## config.mk

```make
export PLATFORM = sky130hd
export DESIGN_NAME = lrc_back
export DESIGN_NICKNAME = d
export VERILOG_FILES = /design/src/hw/rtl/lrc_pkg.sv /design/src/hw/rtl/lrc_back.sv
export SDC_FILE = /design/constraint.sdc
export NUM_CORES = 1
export LEC_CHECK = 0
export BUFFER_PORTS_ARGS = -buffer_cell sky130_fd_sc_hd__buf_2
export CORE_MARGIN = 1.5
export CORE_UTILIZATION = 40
export CTS_CLUSTER_SIZE = 12
export DETAILED_ROUTE_END_ITERATION = 16
export PLACE_DENSITY = 0.63
export SLEW_MARGIN = 20
export SYNTH_ARGS = -nofsm -noshare
export SYNTH_HDL_FRONTEND = slang
export SYNTH_SLANG_ARGS = --single-unit
export TNS_END_PERCENT = 30
```

## constraint.sdc

```tcl
create_clock -name aclk -period 15.4 [get_ports aclk]
set_input_delay 0.77 -clock aclk [delete_from_list [all_inputs] [get_ports aclk]]
set_output_delay 0.77 -clock aclk [all_outputs]
set_load 0.01 [all_outputs]
```

## src/hw/rtl/lrc_pkg.sv

```systemverilog
// Types, widths and helper functions shared by the line/rectangle clipper.
`default_nettype none
package lrc_pkg;

    localparam int COORD_W  = 16;
    localparam int PROD_W   = 2 * COORD_W;
    localparam int VAL_W    = PROD_W + 2;
    localparam int DIV_STEPS_PER_STAGE = 2;
    localparam int DIV_STAGES = PROD_W / DIV_STEPS_PER_STAGE;

    // lane order: left, right, top, bottom crossing
    localparam int LANE_L = 0;
    localparam int LANE_R = 1;
    localparam int LANE_T = 2;
    localparam int LANE_B = 3;

    typedef logic signed [COORD_W-1:0] coord_t;
    typedef logic [COORD_W-1:0]        mag_t;
    typedef logic [COORD_W:0]          diff_t;

    typedef struct packed {
        coord_t rect_left;
        coord_t rect_top;
        coord_t rect_right;
        coord_t rect_bottom;
        coord_t seg_start_x;
        coord_t seg_start_y;
        coord_t seg_end_x;
        coord_t seg_end_y;
    } in_t;

    typedef struct packed {
        coord_t clip_start_x;
        coord_t clip_start_y;
        coord_t clip_end_x;
        coord_t clip_end_y;
        logic   has_overlap;
    } out_t;

    typedef struct packed {
        mag_t              rem;
        logic [PROD_W-1:0] num;
    } lane_t;

    typedef struct packed {
        in_t             ctx;
        mag_t            dxm;
        mag_t            dym;
        logic [3:0][COORD_W-1:0] mag;
        logic [3:0]      neg;
    } prep_t;

    typedef struct packed {
        in_t             ctx;
        mag_t            dxm;
        mag_t            dym;
        logic [3:0]      neg;
        lane_t [3:0]     lane;
    } div_t;

    typedef struct packed {
        in_t                     ctx;
        logic [3:0][COORD_W-1:0] cval;
        logic [3:0]              acc;
        logic                    in_a;
        logic                    in_b;
        logic                    degen;
    } fin_t;

    function automatic diff_t sub_ext(input coord_t a, input coord_t b);
        diff_t r;
        r = {a[COORD_W-1], a} - {b[COORD_W-1], b};
        return r;
    endfunction

    function automatic mag_t abs_mag(input diff_t d);
        diff_t r;
        r = d[COORD_W] ? (~d + diff_t'(1)) : d;
        return r[COORD_W-1:0];
    endfunction

    // one restoring division step: shift in the next dividend bit
    function automatic lane_t div_step(input lane_t x, input mag_t d);
        logic [COORD_W:0] sh;
        lane_t            y;
        sh    = {x.rem, x.num[PROD_W-1]};
        y.num = {x.num[PROD_W-2:0], 1'b0};
        if (sh >= {1'b0, d}) begin
            sh       = sh - {1'b0, d};
            y.num[0] = 1'b1;
        end
        y.rem = sh[COORD_W-1:0];
        return y;
    endfunction

endpackage
`default_nettype wire

```

## src/hw/rtl/lrc_back.sv

```systemverilog
// Back stages: crossing values and tests, then point selection and output register.
`default_nettype none
module lrc_back (
    input  wire logic          aclk,
    input  wire logic          aresetn,
    input  wire logic          in_valid,
    input  wire lrc_pkg::div_t in_data,
    output logic               in_ready,
    output logic               out_valid,
    output lrc_pkg::out_t      out_data,
    input  wire logic          out_ready
);

    localparam int W  = lrc_pkg::COORD_W;
    localparam int VW = lrc_pkg::VAL_W;

    logic           f1_v_reg, o_v_reg;
    lrc_pkg::fin_t  f1_reg, f1_next;
    lrc_pkg::out_t  o_reg, o_next;
    logic           rdy1, rdy2;

    assign rdy2     = !o_v_reg || out_ready;
    assign rdy1     = !f1_v_reg || rdy2;
    assign in_ready = rdy1;

    always_comb begin
        logic signed [VW-1:0] val [4];
        logic signed [VW-1:0] base, q;
        lrc_pkg::coord_t      l, t, r, b, ax, ay, bx, by, e;
        logic                 span, inr, nz;
        l  = in_data.ctx.rect_left;
        t  = in_data.ctx.rect_top;
        r  = in_data.ctx.rect_right;
        b  = in_data.ctx.rect_bottom;
        ax = in_data.ctx.seg_start_x;
        ay = in_data.ctx.seg_start_y;
        bx = in_data.ctx.seg_end_x;
        by = in_data.ctx.seg_end_y;
        f1_next.ctx = in_data.ctx;
        for (int j = 0; j < 4; j++) begin
            base = (j < 2) ? VW'(ay) : VW'(ax);
            q    = {2'b00, in_data.lane[j].num};
            val[j] = in_data.neg[j] ? (base - q) : (base + q);
            f1_next.cval[j] = val[j][W-1:0];
            case (j)
                lrc_pkg::LANE_L: e = l;
                lrc_pkg::LANE_R: e = r;
                lrc_pkg::LANE_T: e = t;
                default:         e = b;
            endcase
            if (j < 2) begin
                nz   = (ax != bx);
                span = (ax <= e && e <= bx) || (bx <= e && e <= ax);
                inr  = (VW'(t) <= val[j]) && (val[j] <= VW'(b));
            end else begin
                nz   = (ay != by);
                span = (ay <= e && e <= by) || (by <= e && e <= ay);
                inr  = (VW'(l) <= val[j]) && (val[j] <= VW'(r));
            end
            f1_next.acc[j] = nz && span && inr;
        end
        f1_next.in_a  = (l <= ax) && (r > ax) && (t <= ay) && (b > ay);
        f1_next.in_b  = (l <= bx) && (r > bx) && (t <= by) && (b > by);
        f1_next.degen = (ax == bx && ay == by) || (l == r) || (t == b);
    end

    always_comb begin
        logic [1:0]      n;
        lrc_pkg::coord_t px0, py0, px1, py1, cx, cy;
        n = 2'd0;
        px0 = '0; py0 = '0; px1 = '0; py1 = '0;
        if (f1_reg.in_a) begin
            px0 = f1_reg.ctx.seg_start_x;
            py0 = f1_reg.ctx.seg_start_y;
            n   = 2'd1;
        end
        if (f1_reg.in_b) begin
            if (n == 2'd0) begin
                px0 = f1_reg.ctx.seg_end_x; py0 = f1_reg.ctx.seg_end_y;
            end else begin
                px1 = f1_reg.ctx.seg_end_x; py1 = f1_reg.ctx.seg_end_y;
            end
            n = n + 2'd1;
        end
        for (int j = 0; j < 4; j++) begin
            case (j)
                lrc_pkg::LANE_L: begin cx = f1_reg.ctx.rect_left;  cy = f1_reg.cval[j]; end
                lrc_pkg::LANE_R: begin cx = f1_reg.ctx.rect_right; cy = f1_reg.cval[j]; end
                lrc_pkg::LANE_T: begin cx = f1_reg.cval[j]; cy = f1_reg.ctx.rect_top;    end
                default:         begin cx = f1_reg.cval[j]; cy = f1_reg.ctx.rect_bottom; end
            endcase
            // left and top crossings drop a repeat of the one point held
            if (n < 2'd2 && f1_reg.acc[j] &&
                !((j == lrc_pkg::LANE_L || j == lrc_pkg::LANE_T) &&
                  n == 2'd1 && px0 == cx && py0 == cy)) begin
                if (n == 2'd0) begin
                    px0 = cx; py0 = cy;
                end else begin
                    px1 = cx; py1 = cy;
                end
                n = n + 2'd1;
            end
        end
        if (!f1_reg.degen && n == 2'd2 && !(px0 == px1 && py0 == py1)) begin
            o_next.clip_start_x = px0;
            o_next.clip_start_y = py0;
            o_next.clip_end_x   = px1;
            o_next.clip_end_y   = py1;
            o_next.has_overlap  = 1'b1;
        end else begin
            o_next = '0;
        end
    end

    always_ff @(posedge aclk) begin
        if (!aresetn) begin
            f1_v_reg <= 1'b0;
            o_v_reg  <= 1'b0;
        end else begin
            if (rdy1) f1_v_reg <= in_valid;
            if (rdy2) o_v_reg  <= f1_v_reg;
        end
    end

    always_ff @(posedge aclk) begin
        if (rdy1) f1_reg <= f1_next;
        if (rdy2) o_reg  <= o_next;
    end

    assign out_valid = o_v_reg;
    assign out_data  = o_reg;

endmodule
`default_nettype wire

```

==> reports/metrics.yaml <==
hold_viol: 0
crit_required_ns: 15.71
synth-warning-count: 0
synth_top_area_share: 0.240
power_density_nw_per_um2: 95.9
avgSynthCellArea_um2: 8.66
finish.net_count: 5020
grt_pass1_vias: 27400
htreeDepth: 1
gp_congestion: 0.978
drive_gt1_frac: 0.116
largest_register_ffs: 199
fillers: 8106
run_status: "finished, final reports clean"
ant_nets: 0
synth_area_leaders: "edfxtp_1, ha_1, xnor2_1"
hold_path_depth: 2
max_freq_mhz: 88.7
critPathArrivalTime_ns: 11.58
worstRegToRegCells: 30
timing.critical_path.mode_cell: "nor2_1"
gr-usage-met2: 0.407
ctsResizeCount: 0
min_path_type: "input port to register"
slew-limit-headroom: 0.295
routed_wl_um: 114000
min_period_ns: 11.27
yosysMostFrequentCell: "ha_1"
end_kind: "register"
io_pins: 427
cts_setup_buffers: 0
drtPass1Iterations: 6
netlist_top_cells_count: "ha_1, inv_1, nor2_1"
insertion_delay_ns: 0.56
rsz0062_at_grt: "false"
synth_cell_type_count: 79
grt_pass1_wl_um: 168000
grt_max_degree: 66
synth_seq_cells: 266
rrSetupSlack_ns: 4.13
fp-row-count: 105
start_util: 0.403
fin_worst_skew_ns: 0.0122
ir_drop_v: 0.0000628
wl_per_cell_um: 21.8
syn_to_final_growth_pct: 11.3
die_w_um: 290
syn_inst: 3806
fin_setup_tns_ns: 0
period_share: 0.732
clkTransAtPathRegs_ns: 0.06
vias_per_cell: 5.72
synth_flop_cell: "edfxtp_1"
met3_usage: 0.0541
final-seq-area_um2: 7970
overflow: 0
setup_viol: 0
slew_viol_final: 0
die-area_um2: 84200
cts_tree: "yes"
core_area_um2: 81800
ys_async_sr_fraction: 0
antenna_found_initial: 29
clockBufferDepth: 3
critical_path_class: "register to register"
post-route-worst-setup-slack_ns: 4.13
hpwl_um: 92900
grt_usage: 0.259
dr_total_vias: 29800
clock-sinks: 266
cp_max_fo: 53
numCtsBuffers: 28
grt_busiest_layer: "met2"
syn-num-nets: 4712
worst_slew_pin_slew_ns: 1.05
use_met1: 0.360
drc: 0
maxCapViolations: 0
slowest_stage: "nand2_2"
multi_input_area_um2: 23400
final_util: 0.448
die_y_um: 290
yosysTopAreaCell: "edfxtp_1"
startpoint_type: "register"
p_leak_nw: 17.3
critical-path-max-stage-delay_ns: 0.76
port_buffers: 330
synth_area_um2: 33000
first_iter_violations: 2720
cts_root_buf: "clkbuf_16"
synth-edff-count: 264
ys_seq_area_frac: 0.242
holdBufCountCts: 0
place_ws_ns: 3.68
-- where the power goes --
group          internal [mW]  total (mW)  leakage, nW  switching (mW)
registers              0.901        1.00         2.90           0.102
logic                  0.770        1.90         14.0            1.13
clock network          0.348       0.616        0.394           0.268
total                   2.02        3.52         17.3            1.50
-- per-stage QoR --
step	cells	instance area (µm²)	hold slack (ns)	power, mW
finish	5213	36700	0.430	3.52
global route	5210	36700	0.429	3.76
CTS	5199	36600	0.415	3.50
detailed placement	5153	35800	0.548	2.88
global placement	5153	35800	0.542	2.85
floorplan	3806	33000	0.463	2.29
-- cells in the final DEF, fill, tap and decap left out, types with 24 or more instances in the layout --
cell         n
inv_1      341
nor3_1     106
mux2_2      53
xor2_1     164
nor2b_1     92
nor2_1     320
and3_1      24
nand3_1     71
o21a_1      30
ha_1       542
nand2b_1    72
a211oi_1    29
mux2i_1     99
edfxtp_1   264
nand4_1    110
nand2_1    173
a31oi_1     51
xnor2_1    241
a21o_1     117
buf_2      330
clkbuf_16   28
a21oi_1    270
o21ai_0    196
buf_4       24
nor4_1      54
-- cell type report --
cell class,count,area share
Clock inverter,10,0.00228
Multi-Input combinational cell,3118,0.638
Tap cell,1070,0.0365
Sequential cell,266,0.217
Inverter,345,0.0353
Timing Repair Buffer,355,0.0503
Antenna cell,13,0.000887
Clock buffer,36,0.0199
-- cells by family (layout without fill, tap and decap cells) --
kind of cell,count (synthesis),count (layout),share of synthesized area
simple gates,1132,1132,0.174
compound gates,878,878,0.168
fa+ha+maj,546,546,0.208
buf+inv,422,746,0.0502
xor+xnor,405,405,0.108
flops,266,266,0.242
mux,157,157,0.0502
other cells,0,13,0
-- critical path: cells and delay by family, from the launching register on --
family	cells	cell delay (ns)
XOR/XNOR	2	0.33
buffers and inverters	3	1.12
flip-flops	1	0.60
AND/OR/NAND/NOR	16	5.58
adder cells (fa/ha/maj)	2	0.36
multiplexers	2	0.87
AO/OA/AOI/OAI	5	2.13
-- routing by layer --
| metal | vias to the layer above | routed length (µm) | part of all wire |
|---|---|---|---|
| met5 | - | 171 | 0.0015 |
| met4 | 30 | 3280 | 0.029 |
| met3 | 202 | 9820 | 0.086 |
| met2 | 1143 | 49400 | 0.43 |
| met1 | 13800 | 51000 | 0.45 |
| li1 | 14600 | - | - |
-- worst paths after layout --
| kind | from | endpoint |
|---|---|---|
| max | f1_reg[2] | out_data[25] |
| min | aresetn | out_valid |
| max reg2reg | f1_reg[2] | out_data[25] |
| min reg2reg | f1_v_reg | out_valid |
Power figures use the tool's default switching activity.
