<file path="src/hw/rtl/lrc_pkg.sv">
// Types, widths and helper functions shared by the line/rectangle clipper.
`default_nettype none
package lrc_pkg;

    localparam int COORD_W  = 16;
    localparam int PROD_W   = 2 * COORD_W;
    localparam int VAL_W    = PROD_W + 2;
    localparam int DIV_STEPS_PER_STAGE = 2;
    localparam int DIV_STAGES = PROD_W / DIV_STEPS_PER_STAGE;

    // lane order: left, right, top, bottom crossing
    localparam int LANE_L = 0;
    localparam int LANE_R = 1;
    localparam int LANE_T = 2;
    localparam int LANE_B = 3;

    typedef logic signed [COORD_W-1:0] coord_t;
    typedef logic [COORD_W-1:0]        mag_t;
    typedef logic [COORD_W:0]          diff_t;

    typedef struct packed {
        coord_t rect_left;
        coord_t rect_top;
        coord_t rect_right;
        coord_t rect_bottom;
        coord_t seg_start_x;
        coord_t seg_start_y;
        coord_t seg_end_x;
        coord_t seg_end_y;
    } in_t;

    typedef struct packed {
        coord_t clip_start_x;
        coord_t clip_start_y;
        coord_t clip_end_x;
        coord_t clip_end_y;
        logic   has_overlap;
    } out_t;

    typedef struct packed {
        mag_t              rem;
        logic [PROD_W-1:0] num;
    } lane_t;

    typedef struct packed {
        in_t             ctx;
        mag_t            dxm;
        mag_t            dym;
        logic [3:0][COORD_W-1:0] mag;
        logic [3:0]      neg;
    } prep_t;

    typedef struct packed {
        in_t             ctx;
        mag_t            dxm;
        mag_t            dym;
        logic [3:0]      neg;
        lane_t [3:0]     lane;
    } div_t;

    typedef struct packed {
        in_t                     ctx;
        logic [3:0][COORD_W-1:0] cval;
        logic [3:0]              acc;
        logic                    in_a;
        logic                    in_b;
        logic                    degen;
    } fin_t;

    function automatic diff_t sub_ext(input coord_t a, input coord_t b);
        diff_t r;
        r = {a[COORD_W-1], a} - {b[COORD_W-1], b};
        return r;
    endfunction

    function automatic mag_t abs_mag(input diff_t d);
        diff_t r;
        r = d[COORD_W] ? (~d + diff_t'(1)) : d;
        return r[COORD_W-1:0];
    endfunction

    // one restoring division step: shift in the next dividend bit
    function automatic lane_t div_step(input lane_t x, input mag_t d);
        logic [COORD_W:0] sh;
        lane_t            y;
        sh    = {x.rem, x.num[PROD_W-1]};
        y.num = {x.num[PROD_W-2:0], 1'b0};
        if (sh >= {1'b0, d}) begin
            sh       = sh - {1'b0, d};
            y.num[0] = 1'b1;
        end
        y.rem = sh[COORD_W-1:0];
        return y;
    endfunction

endpackage
`default_nettype wire

</file>
<file path="src/hw/rtl/lrc_front.sv">
// Front stages: edge differences and magnitudes, then the four products.
`default_nettype none
module lrc_front (
    input  wire logic          aclk,
    input  wire logic          aresetn,
    input  wire logic          in_valid,
    input  wire lrc_pkg::in_t  in_data,
    output logic               in_ready,
    output logic               out_valid,
    output lrc_pkg::div_t      out_data,
    input  wire logic          out_ready
);

    logic             p1_v_reg, p2_v_reg;
    lrc_pkg::prep_t   p1_reg, p1_next;
    lrc_pkg::div_t    p2_reg, p2_next;
    logic             rdy1, rdy2;

    assign rdy2     = !p2_v_reg || out_ready;
    assign rdy1     = !p1_v_reg || rdy2;
    assign in_ready = rdy1;

    always_comb begin
        lrc_pkg::diff_t dx, dy, tl, tr, tt, tb;
        dx = lrc_pkg::sub_ext(in_data.seg_end_x, in_data.seg_start_x);
        dy = lrc_pkg::sub_ext(in_data.seg_end_y, in_data.seg_start_y);
        tl = lrc_pkg::sub_ext(in_data.rect_left, in_data.seg_start_x);
        tr = lrc_pkg::sub_ext(in_data.rect_right, in_data.seg_start_x);
        tt = lrc_pkg::sub_ext(in_data.rect_top, in_data.seg_start_y);
        tb = lrc_pkg::sub_ext(in_data.rect_bottom, in_data.seg_start_y);
        p1_next.ctx = in_data;
        p1_next.dxm = lrc_pkg::abs_mag(dx);
        p1_next.dym = lrc_pkg::abs_mag(dy);
        p1_next.mag[lrc_pkg::LANE_L] = lrc_pkg::abs_mag(tl);
        p1_next.mag[lrc_pkg::LANE_R] = lrc_pkg::abs_mag(tr);
        p1_next.mag[lrc_pkg::LANE_T] = lrc_pkg::abs_mag(tt);
        p1_next.mag[lrc_pkg::LANE_B] = lrc_pkg::abs_mag(tb);
        p1_next.neg[lrc_pkg::LANE_L] = tl[lrc_pkg::COORD_W] ^ dy[lrc_pkg::COORD_W]
                                     ^ dx[lrc_pkg::COORD_W];
        p1_next.neg[lrc_pkg::LANE_R] = tr[lrc_pkg::COORD_W] ^ dy[lrc_pkg::COORD_W]
                                     ^ dx[lrc_pkg::COORD_W];
        p1_next.neg[lrc_pkg::LANE_T] = tt[lrc_pkg::COORD_W] ^ dx[lrc_pkg::COORD_W]
                                     ^ dy[lrc_pkg::COORD_W];
        p1_next.neg[lrc_pkg::LANE_B] = tb[lrc_pkg::COORD_W] ^ dx[lrc_pkg::COORD_W]
                                     ^ dy[lrc_pkg::COORD_W];
    end

    always_comb begin
        p2_next.ctx = p1_reg.ctx;
        p2_next.dxm = p1_reg.dxm;
        p2_next.dym = p1_reg.dym;
        p2_next.neg = p1_reg.neg;
        // x-edge crossings scale by |dy|, y-edge crossings by |dx|
        p2_next.lane[lrc_pkg::LANE_L].num = p1_reg.mag[lrc_pkg::LANE_L] * p1_reg.dym;
        p2_next.lane[lrc_pkg::LANE_R].num = p1_reg.mag[lrc_pkg::LANE_R] * p1_reg.dym;
        p2_next.lane[lrc_pkg::LANE_T].num = p1_reg.mag[lrc_pkg::LANE_T] * p1_reg.dxm;
        p2_next.lane[lrc_pkg::LANE_B].num = p1_reg.mag[lrc_pkg::LANE_B] * p1_reg.dxm;
        for (int j = 0; j < 4; j++) begin
            p2_next.lane[j].rem = '0;
        end
    end

    always_ff @(posedge aclk) begin
        if (!aresetn) begin
            p1_v_reg <= 1'b0;
            p2_v_reg <= 1'b0;
        end else begin
            if (rdy1) p1_v_reg <= in_valid;
            if (rdy2) p2_v_reg <= p1_v_reg;
        end
    end

    always_ff @(posedge aclk) begin
        if (rdy1) p1_reg <= p1_next;
        if (rdy2) p2_reg <= p2_next;
    end

    assign out_valid = p2_v_reg;
    assign out_data  = p2_reg;

endmodule
`default_nettype wire

</file>
<file path="config.mk">
export PLATFORM = sky130hd
export DESIGN_NAME = lrc_front
export DESIGN_NICKNAME = d
export VERILOG_FILES = /design/src/hw/rtl/lrc_pkg.sv /design/src/hw/rtl/lrc_front.sv
export SDC_FILE = /design/constraint.sdc
export NUM_CORES = 2
export LEC_CHECK = 0
export BUFFER_PORTS_ARGS = -buffer_cell sky130_fd_sc_hd__buf_2
export CORE_UTILIZATION = 35
export CTS_BUF_LIST = sky130_fd_sc_hd__clkbuf_8
export DETAILED_ROUTE_END_ITERATION = 10
export SYNTH_ARGS = -nofsm -noshare
export SYNTH_HDL_FRONTEND = slang
export SYNTH_SLANG_ARGS = --single-unit
</file>
<file path="constraint.sdc">
create_clock -name aclk -period 14.56 [get_ports aclk]
set_clock_uncertainty 0.1 [all_clocks]
set_input_delay 2.184 -clock aclk [delete_from_list [all_inputs] [get_ports aclk]]
set_output_delay 2.184 -clock aclk [all_outputs]
set_load 0.005 [all_outputs]
</file>
==> summary.md <==
| Metric | Value |
|---|---|
| Crit path max-delay family | adder cells |
| Floorplan die height | 404 um |
| Xor/xnor share of the synthesized area | 3.92% |
| Simple logic cell fraction of the synthesized area | 13.5% |
| Hold Worst Slack | 0.301 ns |
| Dominant combinational cell family by area after synthesis | adder cells |
| Longest individual stage delay on the worst path | 0.65 ns |
| Number of flip-flops under the largest register name | 292 |
| Floorplan core area | 0.160 mm2 |
| Area used by multi-input combinational logic | 0.0362 mm2 |
| Wirelength, routed | 154 mm |
| CP startpoint kind | flip-flop |
| Gates resized, CTS repair | 0 |
| Sequential fraction of the synthesis area | 27.7% |
| Count of vias placed by the detailed router | 39.3k |
| Final Max Slew Viols | 0 |
| Worst-path maximum fanout | 16 |
| Post-detailed-route DRC marker count | 0 |
| Reported max-cap violation count | 0 |
| Clock tree from TritonCTS | yes |
| Beginning of the worst register-to-register path | p1_reg[43] |
| Area growth, synth to finish | 11.4% |
| Inst Count DP | 7874 |
| Arrival time of data at the critical path endpoint | 7.77 ns |
| Maximum number of pins on one net before global-route repair | 122 |
| Worst R2R End | out_data[127] |
| Number of nets still failing antenna checks after routing | 0 |
| Hold buffer count at cts | 0 |
| Top flip-flop cell by instance count after synthesis | edfxtp_1 |
| Hold EP | out_data[342] |
| Post-route design area | 0.0629 mm2 |
| Number of nets in the finished design | 7246 |
| Placed cell area | 0.0608 mm2 |
| Vias in the first global route | 40.6k |
| Detail-routed net length per standard cell | 19.1 um |
| Proportion of synthesized area in mux cells | 0.129% |
| Synthesized-area fraction occupied by ao, oa, aoi and oai cells | 6.87% |
| Maximum frequency from static timing analysis | 137 MHz |
| Detailed Routing Iterations Pass 1 | 6 |
| Clock period minus worst slack | 7.32 ns |
| Endpoint required time on the critical path | 15.01 ns |
| Insertion delay of the later-clocked pin in the worst-skew pair | 0.81 ns |
| Top-level I/O count | 490 |
| Final setup fails | 0 |
| Antenna violations before repair | 21 |
| Register bit total from synthesis | 522 |
| Setup repair after global routing missed its margin | false |
| Fraction of registers with async set/reset | 0% |
| Fraction of the mapped netlist area in adder cells | 39.2% |
| Hold WC Path Type | flip-flop to flip-flop |
| Placement Rows | 147 |
| Hold Path Origin | p1_reg[214] |
| Slowest stage cell on the critical path | edfxtp_1 |
| Max clock buf depth | 3 |
| Gate count of the mapped netlist | 5418 |
| H-Tree Depth | 3 |
| Overflow left after global routing | 0 |
| Clock transition at the registers of the reported paths | 0.06 ns |
| Reg area | 0.0157 mm2 |
| Count of buffering cells on the critical path with inverters included | 4 |
| IO Port Bufs | 425 |
| Synthesis warning total | 0 |
| Post-Layout Cell Count | 8062 |
| Number of endpoints with negative hold slack in the final report | 0 |
| Most used cells in the layout excluding fill and tap cells | inv_1, fa_1, nand2_1 |
| Starting utilization of the core area | 35.2% |
| Avg Synthesized Cell Area | 10.4 um2 |
| Summed negative setup slack over all endpoints | 0 ns |
| Die Wd | 404 um |
| Worst reg2reg path depth | 20 |
| Run status | completed |
| Relative max-transition margin | 27.1% |
| CP dominant cell by count | fa_1 |
| Least-Margin Pin Slew | 1.09 ns |
| Commonest non-fill, non-tap cell in the layout | inv_1 |
| Netlist area before placement | 0.0564 mm2 |
| Critical-path cell list | and2_1, fa_1, inv_1, fa_1, fa_1, inv_1, fa_1, fa_1, inv_1, fa_1, inv_1, ha_1, or3_1, o311a_1, o21ai_0, o21ai_0, a221oi_1, o21ai_0, a221oi_1, xnor2_1 |
| GRT Total Usage | 19.0% |
| Critical setup path kind | flip-flop to flip-flop |
| Number of distinct library cells after synthesis | 85 |
| Placer Congestion | 0.888 |
| Clock tree root buffer cell | clkbuf_8 |
| Number of flops mapped to enable cells by yosys | 520 |
| Number of violations reported at the end of detailed-routing iteration 0 | 2279 |
| Post-DP HPWL | 120 mm |
| Fill cell total of the finished layout | 15.9k |
| Die Area | 0.163 mm2 |
| Worst-case register-to-register setup slack | 7.24 ns |
| First-pass GRT wire length | 237 mm |
| Setup bufs post-CTS | 0 |
| Via density per instance | 4.87 |
| Total clock buffers created by CTS | 98 |
| Layout cell share with drive strength beyond 1 | 11.0% |
| Hold Path Stages | 0 |
| Setup crit end kind | flip-flop |
| Final worst-path cycle share | 50.3% |
| Number of clock sinks | 522 |
layout make-up:
cell class	instances	share of cell area, %
inverters	998	5.97
well taps	2160	4.30
clock buffers	105	2.30
flip-flops and latches	522	24.9
clock inverters	76	1.02
multi-input cells	3722	57.5
diodes	7	0.0279
repair buffers	472	3.96
worst max-delay path by stage:
stage | from | endpoint | slack [ns] | depth (start not counted)
6_report | p1_reg[43] | out_data[127] | 7.24 | 20
4_1_cts | p1_reg[43] | out_data[127] | 7.29 | 20
3_3_place_gp | p1_reg[44] | out_data[127] | 7.41 | 20
3_5_place_dp | p1_reg[43] | out_data[127] | 7.32 | 20
5_1_grt | p1_reg[43] | out_data[127] | 6.88 | 20
2_1_floorplan | out_ready | in_ready | 5.22 | 2
metal layers:
layer,share of wire (%),vias up,routed length [um],GRT usage [%]
met5,0.032,-,49,0
met4,2.8,8,4360,6.03
met3,6.7,214,10300,3.83
met2,46,1223,70700,30.7
met1,45,19800,68500,25.6
li1,-,18000,-,-
Yosys cell counts (5+ instances only):
| master | number | area, um2 |
|---|---|---|
| nor3_1 | 52 | 260 |
| o211a_1 | 6 | 60.1 |
| o211ai_1 | 10 | 75.1 |
| a31oi_1 | 22 | 138 |
| o21ai_0 | 96 | 480 |
| xnor2_1 | 190 | 1660 |
| nand2_1 | 621 | 2330 |
| a21oi_1 | 156 | 781 |
| nor4_1 | 6 | 37.5 |
| mux2i_1 | 5 | 50.1 |
| buf_4 | 64 | 480 |
| o21bai_1 | 26 | 195 |
| nand4_1 | 14 | 87.6 |
| a221oi_1 | 5 | 43.8 |
| a41oi_1 | 6 | 52.6 |
| fa_1 | 782 | 15700 |
| nand3_1 | 36 | 180 |
| ha_1 | 518 | 6480 |
| inv_1 | 998 | 3750 |
| and2_1 | 516 | 3230 |
| o41ai_1 | 6 | 52.6 |
| a211oi_1 | 21 | 158 |
| a2111oi_0 | 9 | 78.8 |
| nand3b_1 | 5 | 37.5 |
| a311oi_1 | 6 | 52.6 |
| o311ai_0 | 6 | 52.6 |
| or3_1 | 18 | 113 |
| edfxtp_1 | 520 | 15600 |
| o22ai_1 | 6 | 37.5 |
| xor2_1 | 59 | 517 |
| o2111ai_1 | 6 | 52.6 |
| o31a_1 | 5 | 43.8 |
| clkbuf_1 | 175 | 657 |
| nor2b_1 | 33 | 206 |
| a21o_1 | 76 | 571 |
| a211o_1 | 11 | 96.3 |
| or2_2 | 13 | 81.3 |
| or4_1 | 10 | 75.1 |
| nand2b_1 | 16 | 100 |
| nor2_1 | 130 | 488 |
| o31ai_1 | 23 | 173 |
| and3_1 | 19 | 119 |
| o21a_1 | 45 | 338 |
kinds of logic (layout without fill, tap and decap cells):
kind of cell,count (synthesis),count (layout)
AO/OA/AOI/OAI,582,582
XOR/XNOR,251,251
adder cells (fa/ha/maj),1300,1300
buffers and inverters,1237,1651
flip-flops,522,522
multiplexers,7,7
other,1,71
AND/OR/NAND/NOR,1518,1518
metrics by stage:
stage                     setup slack (ns)  util (%)
after floorplan                       5.22         -
after global placement                7.41      37.9
after detailed placement              7.32      37.9
after CTS                             7.29      39.2
after global routing                  6.88      39.2
final                                 7.24      39.2
Power is not shown: default switching activity piles up to over one toggle a cycle in this logic, so the estimate is an artifact.
